--- src/rtl/utdt_pkg.sv ---
// ============================================================================
// UTF-8 delimiter tokenizer package
// Shared result types, result kind codes, configuration indexes and the
// fixed table of wide punctuation delimiters.
// ============================================================================
`default_nettype none

package utdt_pkg;

    // Result kinds
    typedef enum logic [2:0] {
        KIND_TERM_BYTE    = 3'd0,
        KIND_TERM_END     = 3'd1,
        KIND_INVALID_LEAD = 3'd2,
        KIND_DOC_END      = 3'd3,
        KIND_TRUNCATED    = 3'd4
    } kind_t;

    // Configuration register indexes
    localparam int unsigned CFG_INDEX_W = 1;
    localparam logic [CFG_INDEX_W-1:0] CFG_MAP_LOW  = 1'b0;
    localparam logic [CFG_INDEX_W-1:0] CFG_MAP_HIGH = 1'b1;

    localparam logic [63:0] MAP_LOW_RESET  = 64'd15852952090306413568;
    localparam logic [63:0] MAP_HIGH_RESET = 64'd8646911286296182785;

    // Most results one input byte can cause: four term bytes, term end, doc end
    localparam int unsigned MAX_RESULTS = 6;
    localparam int unsigned COUNT_W     = 3;

    typedef struct packed {
        kind_t       kind;
        logic [7:0]  data;
    } res_t;

    typedef struct packed {
        res_t [MAX_RESULTS-1:0] items;
        logic [COUNT_W-1:0]     count;
    } res_list_t;

    // Wide delimiter table: sequence length and its first three bytes
    typedef struct packed {
        logic [2:0] len;
        logic [7:0] b0;
        logic [7:0] b1;
        logic [7:0] b2;
    } wide_t;

    localparam int unsigned WIDE_TABLE_SIZE     = 20;
    localparam int unsigned NUM_WIDE_DELIMITERS = 20;
    localparam int unsigned WIDE_USED =
        (NUM_WIDE_DELIMITERS < WIDE_TABLE_SIZE) ? NUM_WIDE_DELIMITERS : WIDE_TABLE_SIZE;

    localparam wide_t WIDE_TABLE [WIDE_TABLE_SIZE] = '{
        '{3'd3, 8'hEF, 8'hBC, 8'h8C}, '{3'd3, 8'hE3, 8'h80, 8'h82},
        '{3'd3, 8'hEF, 8'hBC, 8'h88}, '{3'd3, 8'hEF, 8'hBC, 8'h89},
        '{3'd2, 8'hC2, 8'hB7, 8'h00}, '{3'd3, 8'hEF, 8'hBD, 8'h9E},
        '{3'd3, 8'hEF, 8'hBC, 8'h9F}, '{3'd3, 8'hE3, 8'h80, 8'h8B},
        '{3'd3, 8'hE3, 8'h80, 8'h8A}, '{3'd3, 8'hEF, 8'hBD, 8'h9C},
        '{3'd3, 8'hE3, 8'h80, 8'h81}, '{3'd3, 8'hEF, 8'hBC, 8'h9B},
        '{3'd3, 8'hEF, 8'hBC, 8'h9A}, '{3'd2, 8'hC2, 8'hB7, 8'h00},
        '{3'd3, 8'hE3, 8'h80, 8'h8C}, '{3'd3, 8'hE3, 8'h80, 8'h8D},
        '{3'd3, 8'hE3, 8'h80, 8'h90}, '{3'd3, 8'hE3, 8'h80, 8'h91},
        '{3'd3, 8'hE2, 8'h80, 8'h9C}, '{3'd3, 8'hE2, 8'h80, 8'h99}
    };

endpackage

`default_nettype wire

--- src/rtl/utdt_front.sv ---
// ============================================================================
// Tokenizer front end
// Holds the sequence and term state and turns one input byte into the
// ordered list of results it causes.
// ============================================================================
`default_nettype none

module utdt_front (
    input  wire logic               clk,
    input  wire logic               rst_n,
    input  wire logic               accept,
    input  wire logic [7:0]         in_byte,
    input  wire logic               doc_end,
    input  wire logic [63:0]        map_low,
    input  wire logic [63:0]        map_high,
    output utdt_pkg::res_list_t     list
);

    localparam int unsigned NCAND = 8;

    logic [7:0] buf_reg [4];
    logic [2:0] seq_len_reg, seq_len_next;
    logic [2:0] seq_cnt_reg, seq_cnt_next;
    logic       term_open_reg, term_open_next;

    logic [7:0]           eff [4];
    logic                 seq_open;
    logic                 complete;
    logic                 wide_hit;
    logic                 is_ascii;
    logic                 is_delim;
    logic [2:0]           lead_len;
    logic                 invalid_lead;
    logic                 plain_done;
    logic                 body_close;
    logic [2:0]           seq_len_mid;
    logic                 term_mid;
    logic [NCAND-1:0]     cand_valid;
    utdt_pkg::res_t       cand [NCAND];
    logic [utdt_pkg::COUNT_W-1:0] n;

    assign seq_open = (seq_len_reg != 3'd0);
    assign is_ascii = !seq_open && !in_byte[7];
    assign is_delim = in_byte[6] ? map_high[in_byte[5:0]] : map_low[in_byte[5:0]];

    always_comb
    begin
        if (in_byte[7:4] == 4'hF)
            lead_len = 3'd4;
        else if (in_byte[7:5] == 3'h7)
            lead_len = 3'd3;
        else if (in_byte[7:6] == 2'h3)
            lead_len = 3'd2;
        else
            lead_len = 3'd0;
    end

    assign invalid_lead = !seq_open && in_byte[7] && (lead_len == 3'd0);

    // Sequence bytes with the incoming byte dropped into its slot
    always_comb
    begin
        for (int k = 0; k < 4; k++)
            eff[k] = (seq_cnt_reg[1:0] == 2'(k)) ? in_byte : buf_reg[k];
    end

    assign complete = seq_open && ((seq_cnt_reg + 3'd1) >= seq_len_reg);

    always_comb
    begin
        wide_hit = 1'b0;
        for (int i = 0; i < utdt_pkg::WIDE_USED; i++)
        begin
            if (utdt_pkg::WIDE_TABLE[i].len == seq_len_reg &&
                utdt_pkg::WIDE_TABLE[i].b0 == eff[0] &&
                utdt_pkg::WIDE_TABLE[i].b1 == eff[1] &&
                (utdt_pkg::WIDE_TABLE[i].len < 3'd3 || utdt_pkg::WIDE_TABLE[i].b2 == eff[2]))
                wide_hit = 1'b1;
        end
    end

    assign plain_done = complete && !wide_hit;
    assign body_close = ((complete && wide_hit) || (is_ascii && is_delim)) && term_open_reg;

    // State after the byte itself, before document end handling
    always_comb
    begin
        if (complete)
            seq_len_mid = 3'd0;
        else if (!seq_open && in_byte[7])
            seq_len_mid = lead_len;
        else
            seq_len_mid = seq_len_reg;

        if (complete)
            term_mid = !wide_hit;
        else if (is_ascii)
            term_mid = !is_delim;
        else
            term_mid = term_open_reg;
    end

    always_comb
    begin
        seq_len_next   = doc_end ? 3'd0 : seq_len_mid;
        term_open_next = doc_end ? 1'b0 : term_mid;
        if (doc_end || complete)
            seq_cnt_next = 3'd0;
        else if (seq_open)
            seq_cnt_next = seq_cnt_reg + 3'd1;
        else if (in_byte[7] && lead_len != 3'd0)
            seq_cnt_next = 3'd1;
        else
            seq_cnt_next = seq_cnt_reg;
    end

    // Candidate results in output order, then compact the valid ones
    always_comb
    begin
        for (int k = 0; k < 4; k++)
        begin
            cand_valid[k] = plain_done && (3'(k) < seq_len_reg);
            cand[k].kind  = utdt_pkg::KIND_TERM_BYTE;
            cand[k].data  = eff[k];
        end
        cand_valid[0] = plain_done || (is_ascii && !is_delim);
        cand[0].data  = is_ascii ? in_byte : eff[0];

        cand_valid[4] = invalid_lead || body_close;
        cand[4].kind  = invalid_lead ? utdt_pkg::KIND_INVALID_LEAD : utdt_pkg::KIND_TERM_END;
        cand[4].data  = 8'd0;

        cand_valid[5] = doc_end && (seq_len_mid != 3'd0);
        cand[5].kind  = utdt_pkg::KIND_TRUNCATED;
        cand[5].data  = 8'd0;

        cand_valid[6] = doc_end && term_mid;
        cand[6].kind  = utdt_pkg::KIND_TERM_END;
        cand[6].data  = 8'd0;

        cand_valid[7] = doc_end;
        cand[7].kind  = utdt_pkg::KIND_DOC_END;
        cand[7].data  = 8'd0;
    end

    always_comb
    begin
        n = '0;
        list.items = '0;
        for (int c = 0; c < NCAND; c++)
        begin
            if (cand_valid[c] && n < utdt_pkg::COUNT_W'(utdt_pkg::MAX_RESULTS))
            begin
                list.items[n] = cand[c];
                n = n + 1'b1;
            end
        end
        list.count = n;
    end

    always_ff @(posedge clk or negedge rst_n)
    begin
        if (!rst_n)
        begin
            seq_len_reg   <= 3'd0;
            seq_cnt_reg   <= 3'd0;
            term_open_reg <= 1'b0;
        end
        else if (accept)
        begin
            seq_len_reg   <= seq_len_next;
            seq_cnt_reg   <= seq_cnt_next;
            term_open_reg <= term_open_next;
        end
    end

    // Sequence bytes carry no reset
    always_ff @(posedge clk)
    begin
        if (accept)
        begin
            if (seq_open)
                buf_reg[seq_cnt_reg[1:0]] <= in_byte;
            else if (in_byte[7])
                buf_reg[0] <= in_byte;
        end
    end

endmodule

`default_nettype wire

--- src/rtl/utdt_queue.sv ---
// ============================================================================
// Tokenizer result register
// Holds the results of one input byte and hands them out one per cycle while out_ready is high.
// ============================================================================
`default_nettype none

module utdt_queue (
    input  wire logic               clk,
    input  wire logic               rst_n,
    input  wire logic               in_valid,
    output logic                    in_ready,
    input  wire utdt_pkg::res_list_t list,
    output logic                    out_valid,
    input  wire logic               out_ready,
    output utdt_pkg::res_t          out_res,
    output logic                    out_last
);

    utdt_pkg::res_t                items_reg [utdt_pkg::MAX_RESULTS];
    logic [utdt_pkg::COUNT_W-1:0]  count_reg;
    logic [utdt_pkg::COUNT_W-1:0]  idx_reg;
    logic                          pop;
    logic                          load;

    assign out_valid = (count_reg != '0);
    assign out_last  = ((idx_reg + 1'b1) == count_reg);
    assign out_res   = items_reg[idx_reg];
    assign pop       = out_valid && out_ready;
    // Take a new request as the last waiting result leaves
    assign in_ready  = !out_valid || (pop && out_last);
    assign load      = in_valid && in_ready;

    always_ff @(posedge clk or negedge rst_n)
    begin
        if (!rst_n)
        begin
            count_reg <= '0;
            idx_reg   <= '0;
        end
        else if (load)
        begin
            count_reg <= list.count;
            idx_reg   <= '0;
        end
        else if (pop)
        begin
            if (out_last)
            begin
                count_reg <= '0;
                idx_reg   <= '0;
            end
            else
                idx_reg <= idx_reg + 1'b1;
        end
    end

    always_ff @(posedge clk)
    begin
        if (load)
        begin
            for (int i = 0; i < utdt_pkg::MAX_RESULTS; i++)
                items_reg[i] <= list.items[i];
        end
    end

endmodule

`default_nettype wire

--- src/rtl/utf8_delimiter_tokenizer.sv ---
// ============================================================================
// UTF-8 delimiter tokenizer
// Splits a UTF-8 byte stream into term bytes, term ends, invalid-lead and truncation results and document ends.
// ============================================================================
// The first result of a request appears in the cycle after it is accepted.
// Throughput: one byte per cycle while each byte yields at most one result
//   and m_tready is high; a byte with more results holds the input until the
//   single result port drains the result register, one entry per ready cycle.
// Reset (rst_n low, asynchronous): no sequence or term open, result register
//   empty, delimiter maps back to their defaults; sequence bytes uncleared.
`default_nettype none

module utf8_delimiter_tokenizer (
    input  wire logic                             clk,
    input  wire logic                             rst_n,
    // Input stream
    input  wire logic                             s_tvalid,
    output logic                                  s_tready,
    input  wire logic [7:0]                       s_tdata,   // [7:0] in_byte
    input  wire logic                             s_tlast,   // doc_end
    // Result stream
    output logic                                  m_tvalid,
    input  wire logic                             m_tready,
    output logic [7:0]                            m_tdata,   // [7:0] out_byte
    output logic [2:0]                            m_tuser,   // [2:0] kind
    output logic                                  m_tlast,   // run_last
    // Configuration
    input  wire logic                             cfg_we,
    input  wire logic [utdt_pkg::CFG_INDEX_W-1:0] cfg_index,
    input  wire logic [63:0]                      cfg_data
);

    logic [63:0]         map_low_reg;
    logic [63:0]         map_high_reg;
    logic                accept;
    utdt_pkg::res_list_t list;
    utdt_pkg::res_t      out_res;

    // Delimiter map: one bit per ASCII code, low half codes 0..63
    always_ff @(posedge clk or negedge rst_n)
    begin
        if (!rst_n)
        begin
            map_low_reg  <= utdt_pkg::MAP_LOW_RESET;
            map_high_reg <= utdt_pkg::MAP_HIGH_RESET;
        end
        else if (cfg_we)
        begin
            unique case (cfg_index)
                utdt_pkg::CFG_MAP_LOW:  map_low_reg  <= cfg_data;
                utdt_pkg::CFG_MAP_HIGH: map_high_reg <= cfg_data;
                default: ;
            endcase
        end
    end

    // A request is taken when the result register is empty or frees up this cycle
    assign accept = s_tvalid && s_tready;

    // Classify the byte, advance sequence and term state, build results
    utdt_front u_front (
        .clk      (clk),
        .rst_n    (rst_n),
        .accept   (accept),
        .in_byte  (s_tdata),
        .doc_end  (s_tlast),
        .map_low  (map_low_reg),
        .map_high (map_high_reg),
        .list     (list)
    );

    // Hold the results and drain them one per cycle while m_tready is high; a
    // byte with no results simply leaves the register empty
    utdt_queue u_queue (
        .clk       (clk),
        .rst_n     (rst_n),
        .in_valid  (s_tvalid),
        .in_ready  (s_tready),
        .list      (list),
        .out_valid (m_tvalid),
        .out_ready (m_tready),
        .out_res   (out_res),
        .out_last  (m_tlast)
    );

    assign m_tdata = out_res.data;
    assign m_tuser = out_res.kind;

endmodule

`default_nettype wire

--- config.mk ---
export PLATFORM = sky130hd
export DESIGN_NAME = utf8_delimiter_tokenizer
export DESIGN_NICKNAME = d
export VERILOG_FILES = /design/src/rtl/utdt_pkg.sv /design/src/rtl/utdt_front.sv /design/src/rtl/utdt_queue.sv /design/src/rtl/utf8_delimiter_tokenizer.sv
export SDC_FILE = /design/constraint.sdc
export NUM_CORES = 1
export LEC_CHECK = 0
export ABC_AREA = 1
export BUFFER_PORTS_ARGS = -buffer_cell sky130_fd_sc_hd__buf_4
export CAP_MARGIN = 20
export CORE_MARGIN = 2
export CORE_UTILIZATION = 23
export DETAILED_ROUTE_END_ITERATION = 12
export GPL_TIMING_DRIVEN = 0
export HOLD_SLACK_MARGIN = 0.15
export SETUP_SLACK_MARGIN = 0.3
export SLEW_MARGIN = 5
export SYNTH_ARGS = -nofsm -noshare
export SYNTH_HDL_FRONTEND = slang
export SYNTH_SLANG_ARGS = --single-unit
--- constraint.sdc ---
create_clock -name clk -period 7 [get_ports clk]
set_clock_uncertainty 0.05 [all_clocks]
set_input_delay 0.7 -clock clk [delete_from_list [all_inputs] [get_ports clk]]
set_output_delay 0.7 -clock clk [all_outputs]
set_load 0.02 [all_outputs]
==> metrics.txt, run 1 <==
gr usage total 13.8%; max-cap viol count 0; reg2reg setup slack 830 ps; slowest stage cell, crit path dfrtp_1; Critical Path Sink Type flip-flop; Starting Density 23.4%; core area 55,400 um^2; VDD IR max 0.000203 V; DRC Markers 0; H-tree Lvls 1; worst-margin pin slew 1040 ps; CTS Buf Count 25; min cycle time layout 6170 ps; cell mode on critical path nand2_1; Area Growth Syn to Fin 19.8%; Die X 241 um; leakage 6.85 nW; GRT Residual Overflow 0; Mapped Cells 1,584; Final Hold Viols 0; antenna violations before repair 2; I/O Buffers 91; syn avg cell area 8.17 um^2; setup bufs post-CTS 0; commonest non-fill, non-tap cell in the layout nand2_1; Worst-path clk slew 60 ps; Max clock buf depth 3; synthesized cell area 12,900 um^2; first-pass GRT wire length 62,500 um; Reg-to-Reg End u_queue.items_reg[3][1]$_DFFE_PP_; crit path launch type flip-flop; RR Startpoint u_front.seq_cnt_reg[0]$_DFFE_PN0P_; sequential share of the synthesized area 50.3%; PwrDens 377 nW/um^2; initial DRC count 963; Hold Crit Class in2reg; Setup TNS 0 ps; Die ar. 58,200 um^2; Synth top area share 22.7%; CP Class reg2reg; share of cells above drive strength 1 16.8%; DP HPWL 29,200 um; final worst-path cycle share 88.2%; final WL 40,100 um; Die Height 241 um; final core occ 28.0%; crit-path max cell delay 440 ps; largest net degree at the start of global routing 90; CP Data Arrival Time 6420 ps; Register-to-Register Path Depth 38; Slew Limit Fails 0; WL/cell 16.1 um; Via Count 11,300; DR pass1 iterations 5; #FFs+latches synth 239; CTS root buf clkbuf_16; worst rel slew slack 30.0%; Distinct cells, synth 49; RD Place Congestion 0.869; Synth area leader edfxtp_1; Peak Freq 162 MHz; Setup crit end u_queue.items_reg[3][1]$_DFFE_PP_; outcome completed; CP Data Required Time 7250 ps; vias per inst 4.55; synth top area cells edfxtp_1, dfrtp_1, nand2_1; CTS Sinks 239; Synth Warn # 0; most frequent cells in the layout nand2_1, o21ai_0, nand3_1; # IOs 93; worst skew pair latency 560 ps; RSZ-0062 raised after global routing no; Max FO, Critical Path 10; nets 1,817; final count of negative-setup-slack endpoints 0; number of core rows 86; post-route ant nets 0; Largest register FFs 66; vias in the first global route 11,000; CTS tree done; Crit. Startpoint u_front.seq_cnt_reg[0]$_DFFE_PN0P_
metrics by stage:
step           power [mW]  hold WS (ps)  instances  instance area (um^2)  setup slack, ps
3_5_place_dp         4.53           423       2443                 14700             94.9
6_report             5.85           305       2491                 15500              829
5_1_grt              6.25           291       2490                 15500              321
3_3_place_gp         4.48           417       2440                 14600              145
4_1_cts              5.87           287       2489                 15500              488
2_1_floorplan        3.82           354       1601                 13000             1560
area by class of cell:
cell class	count	area (um^2)
Fill cell	5952	39900
Sequential cell	239	6510
Tap cell	748	936
Antenna cell	1	2.50
Timing Repair Buffer	96	759
Multi-Input combinational cell	1115	5510
Inverter	171	648
Buffer	76	352
Clock buffer	38	674
Clock inverter	7	106
critical path, delay by kind of cell (launching register included):
| family | cells | cell delay, ps |
|---|---|---|
| AO/OA/AOI/OAI | 1 | 240 |
| adder cells (fa/ha/maj) | 6 | 1850 |
| buffers and inverters | 7 | 620 |
| flip-flops | 1 | 440 |
| AND/OR/NAND/NOR | 24 | 2700 |
cell families after synthesis:
kind of cell / count (synthesis) / share of synthesized area [%]
xor gates and xnor gates: 4 / 0.271
AOI/OAI and AO/OA: 256 / 11.4
other: 1 / 0.0290
buffers and inverters: 247 / 7.70
and+or+nand+nor: 823 / 29.0
DFF: 239 / 50.3
adders and majority gates: 14 / 1.35
layer usage:
metal  share of wire [%]  global-route usage (%)  wire, um  vias up
met5               0.027                       0        11        -
met4                 2.4                    3.52       982        2
met3                 7.0                    2.71      2790       62
met2                  45                    22.2     18100      414
met1                  45                    19.1     18200     5377
li1                    -                       -         -     5490
synth_stat cells, drive strengths merged:
library cell / count
a211oi: 2
a21oi: 18
a31oi: 3
a32o: 11
buf: 28
clkbuf: 48
clkinv: 2
conb: 1
dfrtp: 112
dfstp: 29
edfxtp: 98
ha: 14
inv: 169
nand2: 532
nand3: 159
nand3b: 2
nand4: 10
nor2: 91
nor3: 26
o2111ai: 7
o211ai: 5
o21ai: 179
o221ai: 5
o22ai: 22
o31ai: 1
o32ai: 3
or2: 3
xnor2: 3
xor2: 1
where the power goes:
group	switching, mW	total (mW)	internal, mW
clock network	0.570	1.31	0.744
registers	0.120	1.93	1.81
logic	1.77	2.60	0.824
how the worst min path moves through the flow:
stage | from | to | cells past startpoint
after CTS | s_tdata[1] | u_front.buf_reg[2][1]$_DFFE_PP_ | 1
after floorplan | rst_n | map_high_reg[10]$_DFFE_PN0P_ | 0
after global routing | s_tdata[1] | u_front.buf_reg[3][1]$_DFFE_PP_ | 1
after global placement | map_high_reg[17]$_DFFE_PN0P_ | map_high_reg[17]$_DFFE_PN0P_ | 2
final | s_tdata[1] | u_front.buf_reg[2][1]$_DFFE_PP_ | 1
after detailed placement | map_high_reg[51]$_DFFE_PN0P_ | map_high_reg[51]$_DFFE_PN0P_ | 2
timing repair:
| action | in CTS | in global routing |
|---|---|---|
| hold buffers | 1 | 0 |
| setup endpoints to repair | 0 | 46 |
| resized for setup | 0 | 8 |
| hold endpoints to repair | 49 | 0 |
(Power assumes the default switching activity.)
==> inputs of run 2 (changes only) <==
CORE_MARGIN = not set   (was 2)
CORE_UTILIZATION = 60   (was 23)
PLACE_DENSITY = 0.79   (was not set)
clock period = 7.3 ns   (was 7 ns; I/O delays follow)
==> metrics.txt, run 2 (same netlist as run 1, synthesis figures left out) <==
Die X 149 um (-38%); RD Place Congestion 0.937 (+7.9%); first-pass GRT wire length 58,200 um (-6.9%); initial DRC count 1,131 (+17%); VDD IR max 0.000247 V (+22%); Setup TNS 0 ps (unchanged); Slew Limit Fails 0 (unchanged); GRT Residual Overflow 0 (unchanged); Finished Layout Cells 2,020 (-19%); final WL 36,500 um (-9.0%); Max clock buf depth 3 (unchanged); final core occ 71.0% (+43 points); CP Class in2reg; crit-path max cell delay 810 ps (+370 ps); largest net degree at the start of global routing 99 (+10%); vias in the first global route 11,300 (+2.4%); Via Count 11,600 (+2.1%); Starting Density 61.4% (+38 points); Reg area 6510 um^2 (unchanged); DRC Markers 0 (unchanged); multi-input logic area 5510 um^2 (about the same); PwrDens 378 nW/um^2 (+0.18%); setup ws final 806 ps (-22.9 ps); worst-margin pin slew 1050 ps (+8.87 ps); RSZ-0062 raised after global routing no; WL/cell 18.1 um (+12%); dpl cells 1,970 (-19%); Die Height 149 um (-38%); Largest register FFs 66 (unchanged); Max FO, Critical Path 10 (unchanged); most frequent cells in the layout nand2_1, o21ai_0, nand3_1; worst rel slew slack 29.4% (-0.60 points); CTS root buf clkbuf_16; H-tree Lvls 1 (unchanged); share of cells above drive strength 1 17.0% (+0.14 points); final worst-path cycle share 89.0%; outcome completed; CTS Buf Count 26 (+4.0%); final count of negative-setup-slack endpoints 0 (unchanged); antenna violations before repair 0 (-2); Final Hold Viols 0 (unchanged); core area 21,100 um^2 (-62%); nets 1,818 (+0.055%); CP top delay family simple AND/OR/NAND/NOR gates; min cycle time layout 6490 ps; post-route ant nets 0 (unchanged); CP Data Required Time 7540 ps (+290 ps); DR pass1 iterations 7 (+2); DP HPWL 26,100 um (-11%); Area Growth Syn to Fin 15.7%; CTS Sinks 239 (unchanged); Peak Freq 154 MHz; Antenna diodes 0 (-1); commonest non-fill, non-tap cell in the layout nand2_1; worst skew pair latency 530 ps (-30 ps); leakage 6.90 nW (+0.69%); Worst-path clk slew 60 ps (about the same); number of core rows 53 (-38%); Total Power 5.66 mW (-3.2%); Final Cell Area 15,000 um^2 (-3.4%); vias per inst 5.73 (+26%); max-cap viol count 0 (unchanged); # IOs 93 (unchanged); DP Area 14,100 um^2 (-4.0%); crit path launch type input port; Die ar. 22,200 um^2 (-62%); crit path buf inv count 9 (+2); DP Worst Slack 441 ps (+346 ps); Critical Path Sink Type flip-flop; I/O Buffers 91 (unchanged); gr usage total 34.0% (+20 points); Hold Slack 364 ps (+58.8 ps); cell mode on critical path nand2_1; setup bufs post-CTS 0 (unchanged); Hold Crit Class in2reg; slowest stage cell, crit path clkbuf_1; CTS tree done; filler cell count 1,703 (-71%); CP Data Arrival Time 6730 ps (+310 ps)
==> run 2: cell types whose count changed in the layout (fill, tap and decap cells not counted), sizes merged <==
cell      delta
diode        -1
clkinv       +4
clkinvlp     -1
inv          -1
clkbuf       +1
==> run 2: path summary, 6_finish.rpt <==
| kind | from | endpoint | slack, ps | cells past startpoint |
|---|---|---|---|---|
| setup / recovery | s_tdata[2] | u_queue.items_reg[3][4]$_DFFE_PP_ | 810 | 38 |
| hold / removal | s_tdata[1] | u_front.buf_reg[2][1]$_DFFE_PP_ | 360 | 1 |
| setup reg to reg | u_front.seq_cnt_reg[0]$_DFFE_PN0P_ | u_queue.items_reg[3][4]$_DFFE_PP_ | 820 | 35 |
| hold reg to reg | map_high_reg[16]$_DFFE_PN0P_ | map_high_reg[16]$_DFFE_PN0P_ | 430 | 2 |
| max in group asynchronous | rst_n | map_low_reg[10]$_DFFE_PN1P_ | 5720 | 3 |
| min in group asynchronous | rst_n | map_high_reg[43]$_DFFE_PN0P_ | 640 | 2 |
==> run 2: final cells by class <==
class / count / area share [%]
sequential: 239 / 43.5
tap: 275 / 2.30
inverter: 171 / 4.33
timing repair buffer: 96 / 5.09
multi-input combinational: 1115 / 36.8
clock inverter: 9 / 0.677
clock buffer: 39 / 5.02
buffer: 76 / 2.33
==> run 2: report_power, final <==
group | leakage [nW] | switching (mW) | internal, mW
logic | 3.85 | 1.69 | 0.788
registers | 2.62 | 0.120 | 1.74
clock network | 0.423 | 0.536 | 0.781
total | 6.90 | 2.35 | 3.31
==> run 2: what timing repair did <==
| action | 4_1_cts | 5_1_grt |
|---|---|---|
| endpoints found under the hold margin | 30 | 0 |
| hold buffers | 1 | 0 |
| resized for setup | 0 | 0 |
==> run 2: worst register-to-register path, delay by kind of cell (launching register included) <==
kind | cells | cell delay, ps
flops | 1 | 440
fa+ha+maj | 7 | 2180
compound gates | 3 | 470
buf+inv | 7 | 820
xor+xnor | 1 | 180
simple gates | 17 | 2120
==> run 2: routing by layer <==
| metal | vias to the layer above | GRT usage [%] | part of all wire, % |
|---|---|---|---|
| met3 | 133 | 5.20 | 8.2 |
| met4 | 0 | 16.5 | 4.7 |
| met1 | 5436 | 42.6 | 39 |
| met5 | - | 0 | 0 |
| met2 | 523 | 57.9 | 48 |
| li1 | 5491 | - | - |
